--- src/rtl/tsp_pkg.sv ---
// tsp_pkg: operation codes and the preset tone rom for the tone sequence player
// no dependencies
`timescale 1ns / 1ps

package tsp_pkg;

  typedef enum logic [1:0] {
    OP_TICK   = 2'd0,
    OP_PRESET = 2'd1,
    OP_BEEP   = 2'd2,
    OP_STOP   = 2'd3
  } tsp_op_t;

  localparam int unsigned PresetCount = 9;

  // step frequency in hz for flat rom address, outside the rom reads as silence
  function automatic logic [15:0] rom_freq(input logic [5:0] addr);
    logic [15:0] f;
    unique case (addr)
      6'd0:  f = 16'd2000;
      6'd1:  f = 16'd2000;
      6'd2:  f = 16'd0;
      6'd3:  f = 16'd2000;
      6'd4:  f = 16'd1500;
      6'd5:  f = 16'd0;
      6'd6:  f = 16'd1500;
      6'd7:  f = 16'd3000;
      6'd8:  f = 16'd0;
      6'd9:  f = 16'd3000;
      6'd10: f = 16'd0;
      6'd11: f = 16'd3000;
      6'd12: f = 16'd800;
      6'd13: f = 16'd0;
      6'd14: f = 16'd1200;
      6'd15: f = 16'd0;
      6'd16: f = 16'd800;
      6'd17: f = 16'd1000;
      6'd18: f = 16'd0;
      6'd19: f = 16'd800;
      6'd20: f = 16'd0;
      6'd21: f = 16'd600;
      6'd22: f = 16'd1800;
      6'd23: f = 16'd0;
      6'd24: f = 16'd2200;
      6'd25: f = 16'd1000;
      6'd26: f = 16'd0;
      6'd27: f = 16'd1000;
      6'd28: f = 16'd0;
      6'd29: f = 16'd1000;
      6'd30: f = 16'd1500;
      6'd31: f = 16'd0;
      6'd32: f = 16'd1000;
      default: f = 16'd0;
    endcase
    return f;
  endfunction

  // step duration in ms for flat rom address
  function automatic logic [15:0] rom_dur(input logic [5:0] addr);
    logic [15:0] d;
    unique case (addr)
      6'd0:  d = 16'd100;
      6'd1:  d = 16'd80;
      6'd2:  d = 16'd80;
      6'd3:  d = 16'd80;
      6'd4:  d = 16'd150;
      6'd5:  d = 16'd100;
      6'd6:  d = 16'd150;
      6'd7:  d = 16'd60;
      6'd8:  d = 16'd40;
      6'd9:  d = 16'd60;
      6'd10: d = 16'd40;
      6'd11: d = 16'd60;
      6'd12: d = 16'd300;
      6'd13: d = 16'd100;
      6'd14: d = 16'd150;
      6'd15: d = 16'd100;
      6'd16: d = 16'd300;
      6'd17: d = 16'd200;
      6'd18: d = 16'd50;
      6'd19: d = 16'd200;
      6'd20: d = 16'd50;
      6'd21: d = 16'd300;
      6'd22: d = 16'd60;
      6'd23: d = 16'd30;
      6'd24: d = 16'd80;
      6'd25: d = 16'd150;
      6'd26: d = 16'd80;
      6'd27: d = 16'd150;
      6'd28: d = 16'd80;
      6'd29: d = 16'd150;
      6'd30: d = 16'd100;
      6'd31: d = 16'd50;
      6'd32: d = 16'd150;
      default: d = 16'd0;
    endcase
    return d;
  endfunction

  // first rom address of each preset
  function automatic logic [5:0] preset_base(input logic [3:0] id);
    logic [5:0] b;
    unique case (id)
      4'd0: b = 6'd0;
      4'd1: b = 6'd1;
      4'd2: b = 6'd4;
      4'd3: b = 6'd7;
      4'd4: b = 6'd12;
      4'd5: b = 6'd17;
      4'd6: b = 6'd22;
      4'd7: b = 6'd25;
      4'd8: b = 6'd30;
      default: b = 6'd0;
    endcase
    return b;
  endfunction

  // number of steps of each preset
  function automatic logic [2:0] preset_len(input logic [3:0] id);
    logic [2:0] n;
    unique case (id)
      4'd0: n = 3'd1;
      4'd1: n = 3'd3;
      4'd2: n = 3'd3;
      4'd3: n = 3'd5;
      4'd4: n = 3'd5;
      4'd5: n = 3'd5;
      4'd6: n = 3'd3;
      4'd7: n = 3'd5;
      4'd8: n = 3'd3;
      default: n = 3'd0;
    endcase
    return n;
  endfunction

endpackage

--- src/rtl/tone_sequence_player.sv ---
// tone_sequence_player: alert tone sequencer, one result per command or tick
// depends on tsp_pkg for operation codes and the preset rom
`timescale 1ns / 1ps

// Usage
//   slave channel: one transaction per command. s_tuser carries the operation
//   (tick of one millisecond, play preset, custom beep, stop), s_tdata carries
//   the preset number and the custom beep frequency and duration.
//   master channel: one transaction per accepted command, giving the buzzer
//   state after the command: tone on, tone frequency in hz, busy.
// Latency: the result is on m_tdata the cycle after the command is accepted.
// Throughput: one command per cycle while m_tready keeps up; the step lookup,
//   elapsed compare and advance all sit between the playback state registers
//   and the output register, so back to back commands run at full rate.
// Stall: while a result waits on a low m_tready, the output register holds it
//   and s_tready drops; a result taken in the same cycle frees the slot.
// Reset: playback stops, all state clears to silence, no result pending.
module tone_sequence_player
  import tsp_pkg::*;
(
  input  logic        clk,
  input  logic        rst,
  input  logic        s_tvalid,
  output logic        s_tready,
  input  logic [39:0] s_tdata,   // preset_id[3:0], beep_freq[19:4], beep_duration_ms[35:20]
  input  logic [1:0]  s_tuser,   // op[1:0]
  output logic        m_tvalid,
  input  logic        m_tready,
  output logic [23:0] m_tdata    // tone_on[0], tone_freq[16:1], busy_res[17]
);

  logic        playing_flag, playing_flag_next;
  logic        custom_mode, custom_mode_next;
  logic [5:0]  sequence_base, sequence_base_next;
  logic [2:0]  sequence_length, sequence_length_next;
  logic [2:0]  step_index, step_index_next;
  logic [15:0] elapsed_ms, elapsed_ms_next;
  logic [15:0] custom_step_freq, custom_step_freq_next;
  logic [15:0] custom_step_duration, custom_step_duration_next;
  logic [15:0] current_freq, current_freq_next;

  logic        s_accept;
  tsp_op_t     op;
  logic [3:0]  preset_id;
  logic [15:0] beep_freq;
  logic [15:0] beep_duration_ms;

  logic [2:0]  step_inc;
  logic [5:0]  addr_cur;
  logic [5:0]  addr_inc;
  logic [15:0] cur_dur;
  logic [15:0] inc_freq;
  logic [15:0] elapsed_sat;
  logic        tone_on_next;

  assign s_tready         = !m_tvalid || m_tready;
  assign s_accept         = s_tvalid && s_tready;
  assign op               = tsp_op_t'(s_tuser);
  assign preset_id        = s_tdata[3:0];
  assign beep_freq        = s_tdata[19:4];
  assign beep_duration_ms = s_tdata[35:20];

  // both rom addresses in parallel: current step and the one after it
  assign step_inc    = step_index + 3'd1;
  assign addr_cur    = sequence_base + {3'd0, step_index};
  assign addr_inc    = sequence_base + {3'd0, step_inc};
  assign cur_dur     = custom_mode ? custom_step_duration : rom_dur(addr_cur);
  assign inc_freq    = custom_mode ? custom_step_freq : rom_freq(addr_inc);
  assign elapsed_sat = (elapsed_ms == 16'hFFFF) ? elapsed_ms : elapsed_ms + 16'd1;

  always_comb begin
    playing_flag_next         = playing_flag;
    custom_mode_next          = custom_mode;
    sequence_base_next        = sequence_base;
    sequence_length_next      = sequence_length;
    step_index_next           = step_index;
    elapsed_ms_next           = elapsed_ms;
    custom_step_freq_next     = custom_step_freq;
    custom_step_duration_next = custom_step_duration;
    current_freq_next         = current_freq;
    unique case (op)
      OP_TICK: begin
        if (playing_flag) begin
          elapsed_ms_next = elapsed_sat;
          if (elapsed_sat >= cur_dur) begin
            step_index_next = step_inc;
            if (step_inc >= sequence_length) begin
              playing_flag_next = 1'b0;
              current_freq_next = '0;
            end else begin
              elapsed_ms_next   = '0;
              current_freq_next = inc_freq;
            end
          end
        end
      end
      OP_PRESET: begin
        if (preset_id < 4'(PresetCount)) begin
          custom_mode_next     = 1'b0;
          sequence_base_next   = preset_base(preset_id);
          sequence_length_next = preset_len(preset_id);
          step_index_next      = '0;
          elapsed_ms_next      = '0;
          playing_flag_next    = 1'b1;
          current_freq_next    = rom_freq(preset_base(preset_id));
        end
      end
      OP_BEEP: begin
        custom_mode_next          = 1'b1;
        custom_step_freq_next     = beep_freq;
        custom_step_duration_next = beep_duration_ms;
        sequence_length_next      = 3'd1;
        step_index_next           = '0;
        elapsed_ms_next           = '0;
        playing_flag_next         = 1'b1;
        current_freq_next         = beep_freq;
      end
      OP_STOP: begin
        playing_flag_next = 1'b0;
        current_freq_next = '0;
      end
      default: begin
        playing_flag_next = playing_flag;
      end
    endcase
  end

  assign tone_on_next = playing_flag_next && (current_freq_next != 16'd0);

  always_ff @(posedge clk) begin
    if (rst) begin
      playing_flag         <= 1'b0;
      custom_mode          <= 1'b0;
      sequence_base        <= '0;
      sequence_length      <= '0;
      step_index           <= '0;
      elapsed_ms           <= '0;
      custom_step_freq     <= '0;
      custom_step_duration <= '0;
      current_freq         <= '0;
    end else if (s_accept) begin
      playing_flag         <= playing_flag_next;
      custom_mode          <= custom_mode_next;
      sequence_base        <= sequence_base_next;
      sequence_length      <= sequence_length_next;
      step_index           <= step_index_next;
      elapsed_ms           <= elapsed_ms_next;
      custom_step_freq     <= custom_step_freq_next;
      custom_step_duration <= custom_step_duration_next;
      current_freq         <= current_freq_next;
    end
  end

  always_ff @(posedge clk) begin
    if (rst) begin
      m_tvalid <= 1'b0;
    end else if (s_accept) begin
      m_tvalid <= 1'b1;
    end else if (m_tready) begin
      m_tvalid <= 1'b0;
    end
  end

  always_ff @(posedge clk) begin
    if (s_accept) begin
      m_tdata <= {6'd0, playing_flag_next,
                  tone_on_next ? current_freq_next : 16'd0, tone_on_next};
    end
  end

  // silence whenever nothing plays
  a_idle_silent: assert property (@(posedge clk) disable iff (rst)
    !playing_flag |-> current_freq == 16'd0)
    else $error("frequency held while idle");

  // a playing step always lies inside its sequence
  a_step_in_range: assert property (@(posedge clk) disable iff (rst)
    playing_flag |-> step_index < sequence_length)
    else $error("step index past sequence end");

  // a stop transaction always ends playback
  a_stop_halts: assert property (@(posedge clk) disable iff (rst)
    s_accept && op == OP_STOP |=> !playing_flag && m_tdata[17] == 1'b0)
    else $error("stop did not halt playback");

  // the tone can only be on while busy
  a_tone_busy: assert property (@(posedge clk) disable iff (rst)
    m_tvalid && m_tdata[0] |-> m_tdata[17] && m_tdata[16:1] != 16'd0)
    else $error("tone on without playback");

endmodule
--- config.mk ---
export PLATFORM = sky130hd
export DESIGN_NAME = tone_sequence_player
export DESIGN_NICKNAME = d
export VERILOG_FILES = /design/src/rtl/tsp_pkg.sv /design/src/rtl/tone_sequence_player.sv
export SDC_FILE = /design/constraint.sdc
export NUM_CORES = 1
export LEC_CHECK = 0
export BUFFER_PORTS_ARGS = -buffer_cell sky130_fd_sc_hd__buf_2
export CAP_MARGIN = 20
export CORE_MARGIN = 1
export CORE_UTILIZATION = 50
export DETAILED_ROUTE_END_ITERATION = 10
export GPL_TIMING_DRIVEN = 0
export PLACE_DENSITY = 0.71
export SYNTH_ARGS = -nofsm -noshare
export SYNTH_HDL_FRONTEND = slang
export SYNTH_SLANG_ARGS = --single-unit
--- constraint.sdc ---
create_clock -name clk -period 6 [get_ports clk]
set_input_delay 1.2 -clock clk [delete_from_list [all_inputs] [get_ports clk]]
set_output_delay 1.2 -clock clk [all_outputs]
set_load 0.01 [all_outputs]
; Yosys cells after proc, flatten, opt, wreduce, memory -nomap -nowiden
; Memory sizes are Yosys's and may differ from the RTL's. A register that Yosys moved wholly into a read port is not among the register bits.
; Cells that the tools add are included.
[op_classes]
magnitude_cmp = 3
addsub = 4
eq_ne = 7
reduce_logical = 14
n_mux = 30
[op_table]
columns = op, n
row1 = $mux W16, 11
row2 = $pmux W16 S4, 1
row3 = $pmux W16 S3, 1
row4 = $add A16 B1 Y16 const B, 1
row5 = $eq A16 B16 Y1 const B, 1
row6 = $ge A16 B16 Y1, 1
row7 = $reduce_bool A16 Y1, 1
row8 = $add A6 B3 Y6, 2
row9 = $mux W3, 4
row10 = $mux W6, 2
row11 = $pmux W3 S3, 1
row12 = $mux W1, 7
row13 = $ne A2 B2 Y1 const B, 3
row14 = $pmux W3 S2, 1
row15 = $reduce_and A3 Y1, 2
row16 = $reduce_and A5 Y1, 1
row17 = $eq A2 B2 Y1 const B, 2
row18 = $lt A4 B4 Y1 const B, 1
row19 = $pmux W1 S4, 1
row20 = $reduce_and A4 Y1, 1
row21 = $reduce_bool A2 Y1, 2
row22 = $add A3 B1 Y3 const B, 1
row23 = $ge A3 B3 Y1, 1
row24 = $reduce_bool A3 Y1, 1
row25 = 7 further kinds, 8
[totals]
romBits = 2000
register_bits = 97
out_inout_bits = 26
input_bits = 46
mem_count = 6
[memory_table]
columns = name, words, word_bits, rd, rd_clocked_by_memory_dff, write_ports, line_no
row1 = (no name shown), 64, 10, 1, 0, 0, tsp_pkg.sv:19  ; unique case (addr)
row2 = (no name shown), 64, 10, 1, 0, 0, tsp_pkg.sv:19
row3 = (no name shown), 64, 8, 1, 0, 0, tsp_pkg.sv:61  ; unique case (addr)
row4 = (no name shown), 16, 5, 1, 1, 0, tsp_pkg.sv:103  ; unique case (id)
row5 = (no name shown), 16, 5, 1, 0, 0, tsp_pkg.sv:103
row6 = (no name shown), 16, 3, 1, 0, 0, tsp_pkg.sv:121  ; unique case (id)

; Longest topological paths before layout
; An unclocked memory read counts as a cell.
[depth]
word_depth = 10
mapped_depth = 22
depth_no_buf = 20

; Worst setup path before layout
; Ideal clock, no wire load.
[synth_timing]
path_type = register to register
startpoint = register step_index[0]
endpoint = register m_tdata[0] (data pin)
path_stages_with_launch = 21
synth_period_minus_slack_ns = 4.690
required_time_ns = 5.729
t_arrival_ns = 4.418
setup_slack_ns = 1.310
setup_time_ns = 0.271
path_cell_list = dfxtp_1 -> inv_1 -> ha_1 -> clkbuf_1 -> inv_1 -> ha_1 -> o21ai_0 -> o22ai_1 -> o221ai_1 -> a22oi_1 -> ha_1 -> o21ai_0 -> a21o_1 -> a211o_1 -> a211oi_1 -> buf_2 -> nand2_1 -> o221ai_2 -> o2111ai_1 -> nor4_1 -> a31oi_1
[synth_via]
elab_chain_len = 10
[synth_rtl]
columns = item, line_no
row1 = "start, declared", tone_sequence_player.sv:36  ; logic [2:0] step_index, step_index_next;
row2 = "start signal, assigned", tone_sequence_player.sv:146  ; step_index <= step_index_next;
row3 = branches (longest 9 deep; another with $ge A16 B16 Y1), --
row4 = $logic_and A1 B1 Y1 (*), tone_sequence_player.sv:128  ; assign tone_on_next = playing_flag_next && (current_freq_next != 16'd0);
row5 = net tone_on_next, tone_sequence_player.sv:54  ; logic tone_on_next;
row6 = "end signal, assigned", tone_sequence_player.sv:166  ; m_tdata <= {6'd0, playing_flag_next,
row7 = "end, declared", tone_sequence_player.sv:29  ; output logic [23:0] m_tdata
; Mark *: on every way through the listed nets, which the timed path passes.
; A chain may end at the register's enable or synchronous reset.

; Worst setup path after layout
; Ends and elaborated chain as after synthesis.

==> run metrics <==
Routed wire per std cell=18.16 um; post-route cell area=8127 sq um; Pre-antenna DRT Iters=5; Crit path top cell by count=nand2_1; Chip Width=121.8 um; clock group share of total power=39.7%; hpwl dp=16,330 um; synth unique cells=81; number of setup buffers added after CTS=0; Worst R2R Setup Slack=0.41 ns; initial core utilization=51.49%; Final period util=93.14%; Seq cells post-synth=96; largest net degree at the start of global routing=19; CTS Sinks=96; dpl ws=-0.1060 ns; DIE AREA=14,830 sq um; Vias/cell=6.064; count leader, synth=nand2_1; ys flop type=dfxtp_1; hold_ws=0.4541 ns; fillers=1,359; port bufs=59; Ports=72; # rows=43; VDD IR max=149.6 uV; Core ar.=13,930 sq um; Ys Warns=0; maximum buffer depth of the clock tree=2; share of power burned in registers=40.3%; Die Ht=121.8 um; pwr/cell area=212.5 nW/um^2; Non-Filler Instances=1,209; TritonCTS clock tree=yes; Post-synth EDFFs=18; Global Route Usage Sum=30.34%; CP required=6.09 ns; CP startpoint kind=flop; Power Total=1.727 mW; layout cells sized above 1=11.08%; Crit-path slowest cell=fa_1; mapped cell area=7174 sq um; Sequential Area=2102 sq um; fmax=178.9 MHz; area occupied by multi-input gates=4716 sq um; critical-path maximum fanout=10; Worst Max-Slew Pin Slew=0.8885 ns; Int Pwr=1.219 mW; vias in the first global route=6,665; sequential area share after synthesis=29.30%; Max stage delay on crit path=0.44 ns; switching power share of the total=29.43%; post-route setup slack=0.4115 ns; placed cell area=7746 sq um; min Tclk post-route=5.589 ns; Final GP Congestion=0.9315; Worst Clk Skew=0.01056 ns; clock slew seen by the registers of the worst setup and hold paths=0.07 ns; dominant cells by area after synthesis=dfxtp_1 (22%), ha_1 (10%), nand2_1 (8.7%); kind of critical path=flop to flop; combinational fraction of design power=20.0%; Post-Route WL=21,950 um; first-pass GRT wire length=34,550 um; Placed Cells=1,192; Final Hold Violating Endpoints=0; CTS Buf Count=9; final setup violation count=0; largest area contributor in the netlist=dfxtp_1; Critical Path AT=5.67 ns; initial antenna violation count=0; Mapped Cells=946; crit-path cells=ha_1 -> fa_1 -> a21o_1 -> nand2_1 -> xnor2_1 -> clkbuf_1 -> nand2_1 -> o22ai_1 -> a21oi_1 -> nor3_1 -> a21oi_1 -> ha_1 -> o2111ai_1 -> a311oi_1 -> nor2_1 -> a211oi_4 -> buf_2 -> nand2_1 -> o221ai_2 -> o2111ai_1 -> nor4_1 -> a31oi_1; clk_lat worst skew=0.36 ns; Routed Antenna Nets=0; routed vias=7,331; synthesis-to-layout area growth=13.27%; Residual DRC=0; H-tree depth=3; CTS Root Cell=clkbuf_16; RSZ-0062 raised after global routing=no; status=complete, no violations; Syn Area/Cell=7.584 sq um; LEAKAGE=3.233 nW; Layout Nets=1,130; Hold Buf Count CTS=0; post-synth top area share=21.76%; pins over their slew limit=0; starting DRC count in detailed routing=813; asr flop ratio synth=0%; Crit. End Element=flop; antenna cells=0; Rel. slew slack=40.77%; Max Cap Viol=0; GRT overflow=0; Hold Crit Class=flop to flop; Sw Pwr=0.5083 mW; most frequent cells after synthesis=nand2_1 (166), a21oi_1 (105), nor2_1 (94)
cell usage in the layout (no fill, tap or decap), types with 4 or more instances in the layout:
| cell | count |
|---|---|
| nand2_1 | 166 |
| a21oi_1 | 104 |
| nor2_1 | 94 |
| dfxtp_1 | 78 |
| buf_2 | 66 |
| ha_1 | 58 |
| o21ai_0 | 45 |
| clkbuf_1 | 43 |
| inv_1 | 30 |
| edfxtp_1 | 18 |
| nor3_1 | 16 |
| a211oi_1 | 16 |
| a31oi_1 | 15 |
| nand3_1 | 13 |
| xnor2_1 | 13 |
| nand2b_1 | 12 |
| a22oi_1 | 12 |
| mux2i_1 | 11 |
| and2_1 | 11 |
| or3_1 | 11 |
| a221oi_1 | 10 |
| clkbuf_16 | 9 |
| o21a_1 | 8 |
| o2111ai_1 | 8 |
| nor2b_1 | 8 |
| a21o_1 | 7 |
| xor2_1 | 7 |
| o22ai_1 | 7 |
| o221ai_1 | 7 |
| o211ai_1 | 6 |
| buf_4 | 6 |
| conb_1 | 6 |
| a211o_1 | 5 |
| a311oi_1 | 5 |
| and3_1 | 5 |
| o31ai_1 | 5 |
| nand4_1 | 4 |
| a221o_1 | 4 |
area by class of cell:
| cell class | instances | share of cell area (%) |
|---|---|---|
| clock buffer | 9 | 2.771 |
| multi-input combinational | 763 | 58.03 |
| tap | 180 | 2.771 |
| inverter | 31 | 1.432 |
| sequential | 96 | 25.87 |
| timing repair buffer | 62 | 4.095 |
| clock inverter | 7 | 1.555 |
| buffer | 61 | 3.480 |
cells by family (layout without fill, tap and decap cells):
kind of cell             Yosys count  count (layout)  share of synthesized area (%)
multiplexers                      14              14                          2.163
adder cells (fa/ha/maj)           60              60                          10.67
other                              1               6                        0.05227
flip-flops                        96              96                          29.30
buffers and inverters             92             170                          5.546
XOR/XNOR                          20              20                          2.442
AND/OR/NAND/NOR                  367             367                          23.02
AO/OA/AOI/OAI                    296             296                          26.81
metal layers:
| metal | part of all wire (%) | wire length, um | up-vias | GRT usage (%) |
|---|---|---|---|---|
| li1 | - | - | 3571 | - |
| met1 | 44 | 9682 | 3378 | 39.97 |
| met2 | 45 | 9929 | 327 | 48.31 |
| met3 | 7.4 | 1622 | 55 | 6.133 |
| met4 | 3.3 | 716 | 0 | 12.19 |
| met5 | 0 | 0 | - | 0 |
through the flow:
stage	util, %	TNS (ns)
2_1_floorplan	-	0
3_3_place_gp	55.36	-0.1052
3_5_place_dp	55.59	-0.1060
4_1_cts	58.15	0
5_1_grt	58.32	0
6_report	58.32	0
what timing repair did:
| item | 4_1_cts | 5_1_grt |
|---|---|---|
| endpoints found under the hold margin | 0 | 0 |
| gates resized for setup | 1 | 6 |
| setup endpoints to repair | 1 | 1 |
worst max-delay path: cells and delay by family, from the launching register on:
kind | cells | cell delay, ns
AOI/OAI and AO/OA | 10 | 1.94
xor gates and xnor gates | 1 | 0.17
adders and majority gates | 3 | 1.00
buffers and inverters | 2 | 0.69
DFF | 1 | 0.37
and+or+nand+nor | 6 | 1.15
power groups by stage:
| stage | Combinational, mW | Clock [mW] | Sequential [mW] |
|---|---|---|---|
| 4_1_cts | 0.336 | 0.697 | 0.696 |
| 3_3_place_gp | 0.329 | 0 | 0.710 |
| 5_1_grt | 0.379 | 0.722 | 0.699 |
| 3_5_place_dp | 0.334 | 0 | 0.711 |
| 6_report | 0.345 | 0.686 | 0.697 |
| 2_1_floorplan | 0.224 | 0 | 0.713 |
registers in the layout, summed over array words and instances, names as in the netlist, 3 cells and up:
signal and cells:
sequence_length 3, sequence_base 5, m_tdata 18, custom_step_freq 16, current_freq 16, custom_step_duration 16
step_index 3, elapsed_ms 16
worst paths after layout:
path	start	endpoint	cells past startpoint
setup / recovery	step_index[0]	m_tdata[0]	22
hold / removal	custom_step_freq[10]	custom_step_freq[10]	2
setup reg to reg	step_index[0]	m_tdata[0]	22
hold reg to reg	custom_step_freq[10]	custom_step_freq[10]	2
(Power assumes the default switching activity.)
